**src/rtl/job_queue_with_cancel_unit_defines.svh**
```systemverilog
// Assertion macros shared by the job queue RTL.
`ifndef JOB_QUEUE_WITH_CANCEL_UNIT_DEFINES_SVH
`define JOB_QUEUE_WITH_CANCEL_UNIT_DEFINES_SVH

`ifndef SYNTHESIS
`define JQC_ASSERT(label, prop) \
   label: assert property (@(posedge clock) disable iff (reset) prop) \
      else $error("job queue assertion failed");
`define JQC_ASSERT_ALWAYS(label, prop) \
   label: assert property (@(posedge clock) prop) \
      else $error("job queue assertion failed");
`else
`define JQC_ASSERT(label, prop)
`define JQC_ASSERT_ALWAYS(label, prop)
`endif

`endif

```
**src/rtl/jqc_pkg.sv**
```systemverilog
// Types, constants and index helpers for the job queue.
`default_nettype none

package jqc_pkg;

   localparam int DEPTH    = 16;
   localparam int IDX_W    = (DEPTH > 1) ? $clog2(DEPTH) : 1;
   localparam int TAG_W    = 32;
   localparam int PAGE_W   = 10;
   localparam int STATUS_W = 3;
   localparam int OCC_W    = 4;
   localparam int ACT_W    = 2;

   localparam logic [PAGE_W-1:0] PAGE_LIMIT_RESET = PAGE_W'(50);

   typedef enum logic [ACT_W-1:0] {
      ACT_ENQUEUE = 2'd0,
      ACT_DEQUEUE = 2'd1,
      ACT_CANCEL  = 2'd2,
      ACT_CLEAR   = 2'd3
   } action_type;

   typedef enum logic [STATUS_W-1:0] {
      ST_OK    = 3'd0,
      ST_PAGES = 3'd1,
      ST_FULL  = 3'd2,
      ST_EMPTY = 3'd3,
      ST_NOTAG = 3'd4
   } status_type;

   typedef enum logic [2:0] {
      S_IDLE,
      S_DEQ,
      S_SCAN,
      S_SHIFT,
      S_FINISH
   } state_type;

   typedef struct packed {
      logic [PAGE_W-1:0] pages;
      logic [TAG_W-1:0]  tag;
   } entry_type;

   localparam int ENTRY_W = $bits(entry_type);

   typedef struct packed {
      logic             we;
      logic [IDX_W-1:0] waddr;
      entry_type        wdata;
      logic [IDX_W-1:0] raddr;
   } ram_req_type;

   typedef struct packed {
      status_type        status;
      logic [TAG_W-1:0]  tag;
      logic [PAGE_W-1:0] pages;
      logic [OCC_W-1:0]  occupancy;
   } result_type;

   function automatic logic [IDX_W-1:0] idx_next(input logic [IDX_W-1:0] i);
      return (i == IDX_W'(DEPTH - 1)) ? '0 : i + 1'b1;
   endfunction

   function automatic logic [IDX_W-1:0] idx_prev(input logic [IDX_W-1:0] i);
      return (i == '0) ? IDX_W'(DEPTH - 1) : i - 1'b1;
   endfunction

   // Entries held, (tail - head) mod DEPTH, reported in OCC_W bits.
   function automatic logic [OCC_W-1:0] occupancy(input logic [IDX_W-1:0] head,
                                                 input logic [IDX_W-1:0] tail);
      logic [IDX_W:0] diff;
      if (tail >= head) begin
         diff = {1'b0, tail} - {1'b0, head};
      end else begin
         diff = {1'b0, tail} + (IDX_W+1)'(DEPTH) - {1'b0, head};
      end
      return OCC_W'(diff);
   endfunction

endpackage

`default_nettype wire

```
**src/rtl/jqc_ram.sv**
```systemverilog
// Generic single-write, single-read RAM with registered read data.
`default_nettype none

module jqc_ram #(
   parameter int WIDTH = 8,
   parameter int DEPTH = 16
) (
   input  wire logic                                     clock,
   input  wire logic                                     wr_en,
   input  wire logic [((DEPTH > 1) ? $clog2(DEPTH) : 1)-1:0] wr_addr,
   input  wire logic [WIDTH-1:0]                         wr_data,
   input  wire logic [((DEPTH > 1) ? $clog2(DEPTH) : 1)-1:0] rd_addr,
   output logic      [WIDTH-1:0]                         rd_data
);

   logic [WIDTH-1:0] mem_ff [DEPTH];
   logic [WIDTH-1:0] rd_data_ff;

   always_ff @(posedge clock) begin
      if (wr_en) begin
         mem_ff[wr_addr] <= wr_data;
      end
      rd_data_ff <= mem_ff[rd_addr];
   end

   assign rd_data = rd_data_ff;

endmodule

`default_nettype wire

```
**src/rtl/jqc_ctrl.sv**
```systemverilog
// Queue sequencer: pointers, page limit, and the scan and shift walk for cancel.
`default_nettype none

module jqc_ctrl (
   input  wire logic                          clock,
   input  wire logic                          reset,
   input  wire logic                          req_valid,
   output logic                               req_ready,
   input  wire jqc_pkg::action_type           req_action,
   input  wire logic [jqc_pkg::TAG_W-1:0]     req_tag,
   input  wire logic [jqc_pkg::PAGE_W-1:0]    req_pages,
   input  wire logic                          csr_wr_en,
   input  wire logic [jqc_pkg::PAGE_W-1:0]    csr_wr_data,
   output jqc_pkg::ram_req_type               ram,
   input  wire jqc_pkg::entry_type            ram_rd_data,
   output jqc_pkg::result_type                res,
   output logic                               res_valid,
   input  wire logic                          res_taken
);

   jqc_pkg::state_type            state_ff, state_in;
   logic [jqc_pkg::IDX_W-1:0]     head_ff, head_in;
   logic [jqc_pkg::IDX_W-1:0]     tail_ff, tail_in;
   logic [jqc_pkg::IDX_W-1:0]     ptr_ff, ptr_in;
   logic [jqc_pkg::IDX_W-1:0]     dst_ff, dst_in;
   logic                          pend_ff, pend_in;
   logic [jqc_pkg::TAG_W-1:0]     key_ff, key_in;
   jqc_pkg::status_type           status_ff, status_in;
   logic [jqc_pkg::TAG_W-1:0]     tag_out_ff, tag_out_in;
   logic [jqc_pkg::PAGE_W-1:0]    pages_out_ff, pages_out_in;
   logic [jqc_pkg::PAGE_W-1:0]    limit_ff, limit_in;

   logic empty;
   logic full;
   logic too_many;
   logic issue;
   logic hit;
   logic walk_done;

   assign empty     = (head_ff == tail_ff);
   assign full      = (jqc_pkg::idx_next(tail_ff) == head_ff);
   assign too_many  = (req_pages > limit_ff);
   assign issue     = (ptr_ff != tail_ff);
   // The one comparator: checks the entry read in the previous cycle.
   assign hit       = pend_ff && (ram_rd_data.tag == key_ff);
   assign walk_done = !pend_ff && !issue;

   always_comb begin
      state_in = state_ff;
      unique case (state_ff)
         jqc_pkg::S_IDLE: begin
            if (req_valid) begin
               unique case (req_action)
                  jqc_pkg::ACT_DEQUEUE: begin
                     state_in = empty ? jqc_pkg::S_FINISH : jqc_pkg::S_DEQ;
                  end
                  jqc_pkg::ACT_CANCEL: begin
                     state_in = empty ? jqc_pkg::S_FINISH : jqc_pkg::S_SCAN;
                  end
                  default: begin
                     state_in = jqc_pkg::S_FINISH;
                  end
               endcase
            end
         end
         jqc_pkg::S_DEQ: begin
            state_in = jqc_pkg::S_FINISH;
         end
         jqc_pkg::S_SCAN: begin
            if (hit) begin
               state_in = jqc_pkg::S_SHIFT;
            end else if (walk_done) begin
               state_in = jqc_pkg::S_FINISH;
            end
         end
         jqc_pkg::S_SHIFT: begin
            if (walk_done) begin
               state_in = jqc_pkg::S_FINISH;
            end
         end
         jqc_pkg::S_FINISH: begin
            if (res_taken) begin
               state_in = jqc_pkg::S_IDLE;
            end
         end
         default: begin
            state_in = jqc_pkg::S_IDLE;
         end
      endcase
   end

   always_comb begin
      head_in      = head_ff;
      tail_in      = tail_ff;
      ptr_in       = ptr_ff;
      dst_in       = dst_ff;
      pend_in      = pend_ff;
      key_in       = key_ff;
      status_in    = status_ff;
      tag_out_in   = tag_out_ff;
      pages_out_in = pages_out_ff;
      limit_in     = csr_wr_en ? csr_wr_data : limit_ff;
      ram.we       = 1'b0;
      ram.waddr    = tail_ff;
      ram.wdata    = '{pages: req_pages, tag: req_tag};
      ram.raddr    = head_ff;

      unique case (state_ff)
         jqc_pkg::S_IDLE: begin
            if (req_valid) begin
               status_in    = jqc_pkg::ST_OK;
               tag_out_in   = '0;
               pages_out_in = '0;
               key_in       = req_tag;
               pend_in      = 1'b0;
               ptr_in       = head_ff;
               unique case (req_action)
                  jqc_pkg::ACT_ENQUEUE: begin
                     if (too_many) begin
                        status_in = jqc_pkg::ST_PAGES;
                     end else if (full) begin
                        status_in = jqc_pkg::ST_FULL;
                     end else begin
                        ram.we  = 1'b1;
                        tail_in = jqc_pkg::idx_next(tail_ff);
                     end
                  end
                  jqc_pkg::ACT_DEQUEUE, jqc_pkg::ACT_CANCEL: begin
                     if (empty) begin
                        status_in = jqc_pkg::ST_EMPTY;
                     end
                  end
                  jqc_pkg::ACT_CLEAR: begin
                     head_in = '0;
                     tail_in = '0;
                  end
                  default: begin
                     status_in = jqc_pkg::ST_OK;
                  end
               endcase
            end
         end
         jqc_pkg::S_DEQ: begin
            tag_out_in   = ram_rd_data.tag;
            pages_out_in = ram_rd_data.pages;
            head_in      = jqc_pkg::idx_next(head_ff);
         end
         jqc_pkg::S_SCAN: begin
            // One read issued per cycle; dst_ff names the entry now on the read port.
            ram.raddr = ptr_ff;
            pend_in   = issue;
            dst_in    = ptr_ff;
            if (issue) begin
               ptr_in = jqc_pkg::idx_next(ptr_ff);
            end
            if (hit) begin
               dst_in  = dst_ff;
               ptr_in  = jqc_pkg::idx_next(dst_ff);
               pend_in = 1'b0;
            end else if (walk_done) begin
               status_in = jqc_pkg::ST_NOTAG;
            end
         end
         jqc_pkg::S_SHIFT: begin
            // Each entry read one cycle is written one slot nearer the head the next.
            ram.raddr = ptr_ff;
            ram.waddr = dst_ff;
            ram.wdata = ram_rd_data;
            pend_in   = issue;
            if (issue) begin
               ptr_in = jqc_pkg::idx_next(ptr_ff);
            end
            if (pend_ff) begin
               ram.we = 1'b1;
               dst_in = jqc_pkg::idx_next(dst_ff);
            end
            if (walk_done) begin
               tail_in = jqc_pkg::idx_prev(tail_ff);
            end
         end
         jqc_pkg::S_FINISH: begin
            pend_in = 1'b0;
         end
         default: begin
            pend_in = 1'b0;
         end
      endcase
   end

   always_ff @(posedge clock) begin
      if (reset) begin
         state_ff <= jqc_pkg::S_IDLE;
         head_ff  <= '0;
         tail_ff  <= '0;
         pend_ff  <= 1'b0;
         limit_ff <= jqc_pkg::PAGE_LIMIT_RESET;
      end else begin
         state_ff <= state_in;
         head_ff  <= head_in;
         tail_ff  <= tail_in;
         pend_ff  <= pend_in;
         limit_ff <= limit_in;
      end
   end

   always_ff @(posedge clock) begin
      ptr_ff       <= ptr_in;
      dst_ff       <= dst_in;
      key_ff       <= key_in;
      status_ff    <= status_in;
      tag_out_ff   <= tag_out_in;
      pages_out_ff <= pages_out_in;
   end

   assign req_ready     = (state_ff == jqc_pkg::S_IDLE);
   assign res_valid     = (state_ff == jqc_pkg::S_FINISH);
   assign res.status    = status_ff;
   assign res.tag       = tag_out_ff;
   assign res.pages     = pages_out_ff;
   assign res.occupancy = jqc_pkg::occupancy(head_ff, tail_ff);

endmodule

`default_nettype wire

```
**src/rtl/job_queue_with_cancel_unit.sv**
```systemverilog
// Enqueue, clear and refused operations go straight from idle to the finish state, a dequeue
// passes through the dequeue state first; a cancel walks the held entries with one RAM read per
// cycle until the tag is found, then shifts the later ones with one read and one write per
// cycle. One transaction is worked on at a time: the next is accepted only once the result
// of the previous one has been taken into the output register.
// Synchronous reset empties the queue and sets the page limit to 50; RAM is not cleared.
`default_nettype none

`include "job_queue_with_cancel_unit_defines.svh"

module job_queue_with_cancel_unit (
   input  wire logic                         clock,
   input  wire logic                         reset,
   input  wire logic                         req_tvalid,
   output logic                              req_tready,
   input  wire logic [47:0]                  req_tdata,  // job_tag, page_count, zero pad
   input  wire logic [jqc_pkg::ACT_W-1:0]    req_tuser,  // action
   output logic                              rsp_tvalid,
   input  wire logic                         rsp_tready,
   output logic      [47:0]                  rsp_tdata,  // tag_out, pages_out, occupancy, pad
   output logic      [jqc_pkg::STATUS_W-1:0] rsp_tuser,  // status
   input  wire logic                         csr_wr_en,
   input  wire logic [jqc_pkg::PAGE_W-1:0]   csr_wr_data
);

   jqc_pkg::ram_req_type ram;
   jqc_pkg::entry_type   ram_rd_data;
   jqc_pkg::result_type  res;
   logic                 res_valid;
   logic                 res_load;
   logic                 rsp_tvalid_ff, rsp_tvalid_in;
   jqc_pkg::result_type  rsp_data_ff;

   jqc_ctrl u_ctrl (
      .clock       (clock),
      .reset       (reset),
      .req_valid   (req_tvalid),
      .req_ready   (req_tready),
      .req_action  (jqc_pkg::action_type'(req_tuser)),
      .req_tag     (req_tdata[jqc_pkg::TAG_W-1:0]),
      .req_pages   (req_tdata[jqc_pkg::TAG_W +: jqc_pkg::PAGE_W]),
      .csr_wr_en   (csr_wr_en),
      .csr_wr_data (csr_wr_data),
      .ram         (ram),
      .ram_rd_data (ram_rd_data),
      .res         (res),
      .res_valid   (res_valid),
      .res_taken   (res_load)
   );

   jqc_ram #(
      .WIDTH (jqc_pkg::ENTRY_W),
      .DEPTH (jqc_pkg::DEPTH)
   ) u_ram (
      .clock   (clock),
      .wr_en   (ram.we),
      .wr_addr (ram.waddr),
      .wr_data (ram.wdata),
      .rd_addr (ram.raddr),
      .rd_data (ram_rd_data)
   );

   // The output register takes a new result whenever it is empty or being drained.
   assign res_load      = res_valid && (!rsp_tvalid_ff || rsp_tready);
   assign rsp_tvalid_in = res_load || (rsp_tvalid_ff && !rsp_tready);

   always_ff @(posedge clock) begin
      if (reset) begin
         rsp_tvalid_ff <= 1'b0;
      end else begin
         rsp_tvalid_ff <= rsp_tvalid_in;
      end
   end

   always_ff @(posedge clock) begin
      if (res_load) begin
         rsp_data_ff <= res;
      end
   end

   assign rsp_tvalid = rsp_tvalid_ff;
   assign rsp_tuser  = rsp_data_ff.status;
   assign rsp_tdata  = {2'b00, rsp_data_ff.occupancy, rsp_data_ff.pages, rsp_data_ff.tag};

   // A transaction accepted leaves the sequencer busy in the next cycle.
   `JQC_ASSERT(busy_after_accept, (req_tvalid && req_tready) |=> !req_tready)
   // A result is never handed over while a new transaction is being taken.
   `JQC_ASSERT(no_load_while_ready, res_load |-> !req_tready)
   // A stalled result in the output register is never overwritten.
   `JQC_ASSERT(no_overwrite, (rsp_tvalid_ff && !rsp_tready) |-> !res_load)

endmodule

`default_nettype wire

```
**config.mk**
```make
export PLATFORM = sky130hd
export DESIGN_NAME = job_queue_with_cancel_unit
export DESIGN_NICKNAME = d
export VERILOG_FILES = /design/src/rtl/jqc_pkg.sv /design/src/rtl/jqc_ram.sv /design/src/rtl/jqc_ctrl.sv /design/src/rtl/job_queue_with_cancel_unit.sv
export VERILOG_INCLUDE_DIRS = /design/src /design/src/rtl
export SDC_FILE = /design/constraint.sdc
export NUM_CORES = 1
export LEC_CHECK = 0
export BUFFER_PORTS_ARGS = -buffer_cell sky130_fd_sc_hd__buf_2
export CAP_MARGIN = 15
export CORE_ASPECT_RATIO = 0.75
export CORE_MARGIN = 3
export CORE_UTILIZATION = 45
export CTS_BUF_LIST = sky130_fd_sc_hd__clkbuf_16
export CTS_CLUSTER_DIAMETER = 60
export DETAILED_ROUTE_END_ITERATION = 8
export GPL_TIMING_DRIVEN = 1
export SYNTH_ARGS = -nofsm -noshare
export SYNTH_HDL_FRONTEND = slang
export SYNTH_HIERARCHICAL = 1
export SYNTH_SLANG_ARGS = --single-unit
export TNS_END_PERCENT = 1
```
**constraint.sdc**
```tcl
create_clock -name clock -period 7.1 [get_ports clock]
set_input_delay 0.71 -clock clock [delete_from_list [all_inputs] [get_ports clock]]
set_output_delay 0.71 -clock clock [all_outputs]
set_load 0.005 [all_outputs]
```
==> results.sh <==
export IMPL_crit_path_start_kind="flip-flop"
export IMPL_dieArea_um2=77760
export IMPL_worst_pin_slew_ns=1.090
export IMPL_rsz0062_at_grt="false"
export IMPL_clk_pin_slew_worst_paths_ns=0.06
export IMPL_worstPathArrival_ns=5.09
export IMPL_port_buffers=109
export IMPL_cts_hold_buf=0
export IMPL_required_ns=7.38
export IMPL_r2r_end="u_ram/mem_ff[9][41]"
export IMPL_p_total_mw=10.40
export IMPL_fin_area_um2=37850
export IMPL_min_period_ns=4.817
export IMPL_async_reset_ff_share_pct=0
export IMPL_post_route_drc_count=0
export IMPL_antenna_found_initial=5
export IMPL_final_max_slew_violation_count=0
export IMPL_coreArea_um2=72740
export IMPL_postPlaceCellArea_um2=35250
export IMPL_drtIter0Drc=1824
export IMPL_hold_path_class="in -> reg"
export IMPL_gp_congestion=0.8075
export IMPL_ioPinCount=118
export IMPL_fmax_mhz=207.6
export IMPL_overflow=0
export IMPL_layout_nets=1991
export IMPL_setup_ws_ns=2.283
export IMPL_synth_cells=1756
export IMPL_drt_wl_total_um=78730
export IMPL_maxCapViolations=0
export IMPL_initial_core_util_pct=46.03
export IMPL_layoutNonFillerInstCount=2928
export IMPL_clock_path_buffers=3
export IMPL_worstPathMaxFanout=38
export IMPL_cp_endpoint="u_ram/mem_ff[9][41]"
export IMPL_die_width_um=321.0
export IMPL_dp_slack_ns=1.963
export IMPL_synth_area_top_cells="edfxtp_1, mux4_2, dfxtp_1"
export IMPL_synth_area_leader_cell="edfxtp_1"
export IMPL_startpoint="u_ctrl/state_ff[1]"
export IMPL_h_tree_depth=3
export IMPL_worst_r2r_cell_count=8
export IMPL_grt_start_max_net_pins=135
export IMPL_wire_per_inst_um=26.89
export IMPL_syn_area_um2=33490
export IMPL_final_setup_viol_count=0
export IMPL_cts_tree="built"
export IMPL_clock_latency_ns=0.62
export IMPL_cts_made_buffers=85
export IMPL_skew_ns=0.01437
export IMPL_drtPass1Iterations=5
export IMPL_synth_seq_cells=871
export IMPL_status="finished, final reports clean"
export IMPL_ys_types=66
export IMPL_vias_per_cell=5.822
export IMPL_ys_warn_count=6
export IMPL_reg2reg_from="u_ctrl/state_ff[1]"
export IMPL_synth_edff_count=806
export IMPL_fin_tns_setup_ns=0
export IMPL_track_usage_pct=20.47
export IMPL_synthFlopType="edfxtp_1"
export IMPL_p_leak_nw=12.61
export IMPL_rows=85
export IMPL_worstSetupPathType="reg -> reg"
export IMPL_vdd_drop_max_uv=141.9
export IMPL_maxSlewHeadroom_pct=27.17
export IMPL_ant_nets=0
export IMPL_synth_top_area_share_pct=72.28
export IMPL_cp_end_kind="flip-flop"
export IMPL_fin_util_pct=52.03
export IMPL_grt_pass1_wl_um=116500
export IMPL_cts_sink_count=871
export IMPL_finalCritPeriodShare_pct=67.85
export IMPL_rrSetupSlack_ns=2.28
export IMPL_power_density_nw_per_um2=274.8
export IMPL_drive_above_1_share_pct=23.45
export IMPL_via_count=17046
export IMPL_hold_viol=0
export IMPL_post_cts_setup_buffers=0
export IMPL_grt_pass1_vias=17271
export IMPL_syn_to_final_growth_pct=13.04
export IMPL_place_inst=2772
export IMPL_post_dp_hpwl_um=43010
export IMPL_syn_area_per_cell_um2=19.07
export IMPL_cts_root_buf="clkbuf_16"
export IMPL_ys_seq_area_share_pct=76.16
export IMPL_post_cts_resized=0
export IMPL_dieHeight_um=242.2
export IMPL_hold_slack_ns=0.2755
## cells by family after synthesis
| group | share of synthesized area [%] |
|---|---|
| simple gates | 4.947 |
| flops | 76.16 |
| buf+inv | 1.767 |
| mux | 11.70 |
| compound gates | 3.396 |
| other cells | 0.01120 |
| xor+xnor | 1.099 |
| fa+ha+maj | 0.9192 |
## Yosys cell counts, drive strengths merged, types with 4 or more instances
master / count
nand4: 5
nand3: 8
and2: 8
clkbuf: 50
nor2b: 4
inv: 31
ha: 23
mux2i: 11
a211oi: 5
nand2b: 11
nor3: 13
nand2: 207
edfxtp: 806
o21ai: 25
buf: 39
mux4: 168
a21oi: 12
and3: 41
xnor2: 7
dfxtp: 65
xor2: 35
o211ai: 7
a22oi: 85
nor2: 41
nor4: 8
nand3b: 4
## sequential cells by signal, summed over array words and instances, names as in the netlist
| name | cells |
|---|---|
| rsp_tdata | 46 |
| rsp_tuser | 3 |
| rsp_tvalid | 1 |
| u_ctrl/dst_ff | 4 |
| u_ctrl/head_ff | 4 |
| u_ctrl/key_ff | 32 |
| u_ctrl/limit_ff | 10 |
| u_ctrl/pages_out_ff | 10 |
| u_ctrl/pend_ff | 1 |
| u_ctrl/ptr_ff | 4 |
| u_ctrl/state_ff | 3 |
| u_ctrl/status_ff | 3 |
| u_ctrl/tag_out_ff | 32 |
| u_ctrl/tail_ff | 4 |
| u_ram/mem_ff | 672 |
| u_ram/rd_data | 42 |
## critical path: stages, from the launching register on
cell,delay [ns]
dfxtp_1,0.46
nor2b_1,0.58
and2_2,0.58
buf_4,0.66
nand2_1,0.11
o21ai_0,0.19
nand3b_1,0.38
nor2_4,0.95
buf_4,0.49
## layout by cell type, fill, tap and decap left out, drive strengths merged, types with 4 or more instances in the layout
cell / synthesis / routed
a211oi: 5 / 5
a21oi: 12 / 12
a22oi: 85 / 85
and2: 8 / 8
and3: 41 / 41
buf: 39 / 147
bufinv: 0 / 5
clkbuf: 50 / 87
clkinv: 1 / 27
dfxtp: 65 / 65
edfxtp: 806 / 806
ha: 23 / 23
inv: 31 / 66
mux2i: 11 / 11
mux4: 168 / 168
nand2: 207 / 207
nand2b: 11 / 11
nand3: 8 / 8
nand3b: 4 / 4
nand4: 5 / 5
nor2: 41 / 41
nor2b: 4 / 4
nor3: 13 / 13
nor4: 8 / 8
o211ai: 7 / 7
o21ai: 25 / 25
xnor2: 7 / 7
xor2: 35 / 35
## how the worst min path moves through the flow
stage / slack [ns] / to / cells after the start / startpoint
floorplan: 0.40 / rsp_tdata[0] / 0 / u_ctrl/tag_out_ff[0]
global placement: 0.40 / rsp_tdata[30] / 0 / u_ctrl/tag_out_ff[30]
detailed placement: 0.40 / rsp_tdata[0] / 0 / u_ctrl/tag_out_ff[0]
CTS: 0.23 / u_ctrl/key_ff[18] / 1 / req_tdata[18]
global route: 0.25 / u_ctrl/key_ff[15] / 1 / req_tdata[15]
finish: 0.28 / u_ctrl/key_ff[18] / 1 / req_tdata[18]
## layer usage
layer,part of all wire [%],global-route usage (%),up-vias
met2,45,30.48,655
li1,-,-,7301
met1,45,31.08,8983
met5,0.017,0,-
met4,1.3,3.863,2
met3,8.8,4.995,105
## power by group
group          total, mW  internal [mW]  switching (mW)
Clock               4.24           2.39            1.85
Combinational      0.402          0.126           0.276
Sequential          5.76           5.72          0.0440
## cell type report
| type | instances | area (µm²) |
|---|---|---|
| fillers | 5802 | 34890 |
| clock buffers | 87 | 2177 |
| inverters | 32 | 120.1 |
| repair buffers | 147 | 868.3 |
| flip-flops and latches | 871 | 25510 |
| diodes | 1 | 2.502 |
| multi-input cells | 765 | 7556 |
| clock inverters | 68 | 424.2 |
| well taps | 957 | 1197 |
(Power assumes the default switching activity.)
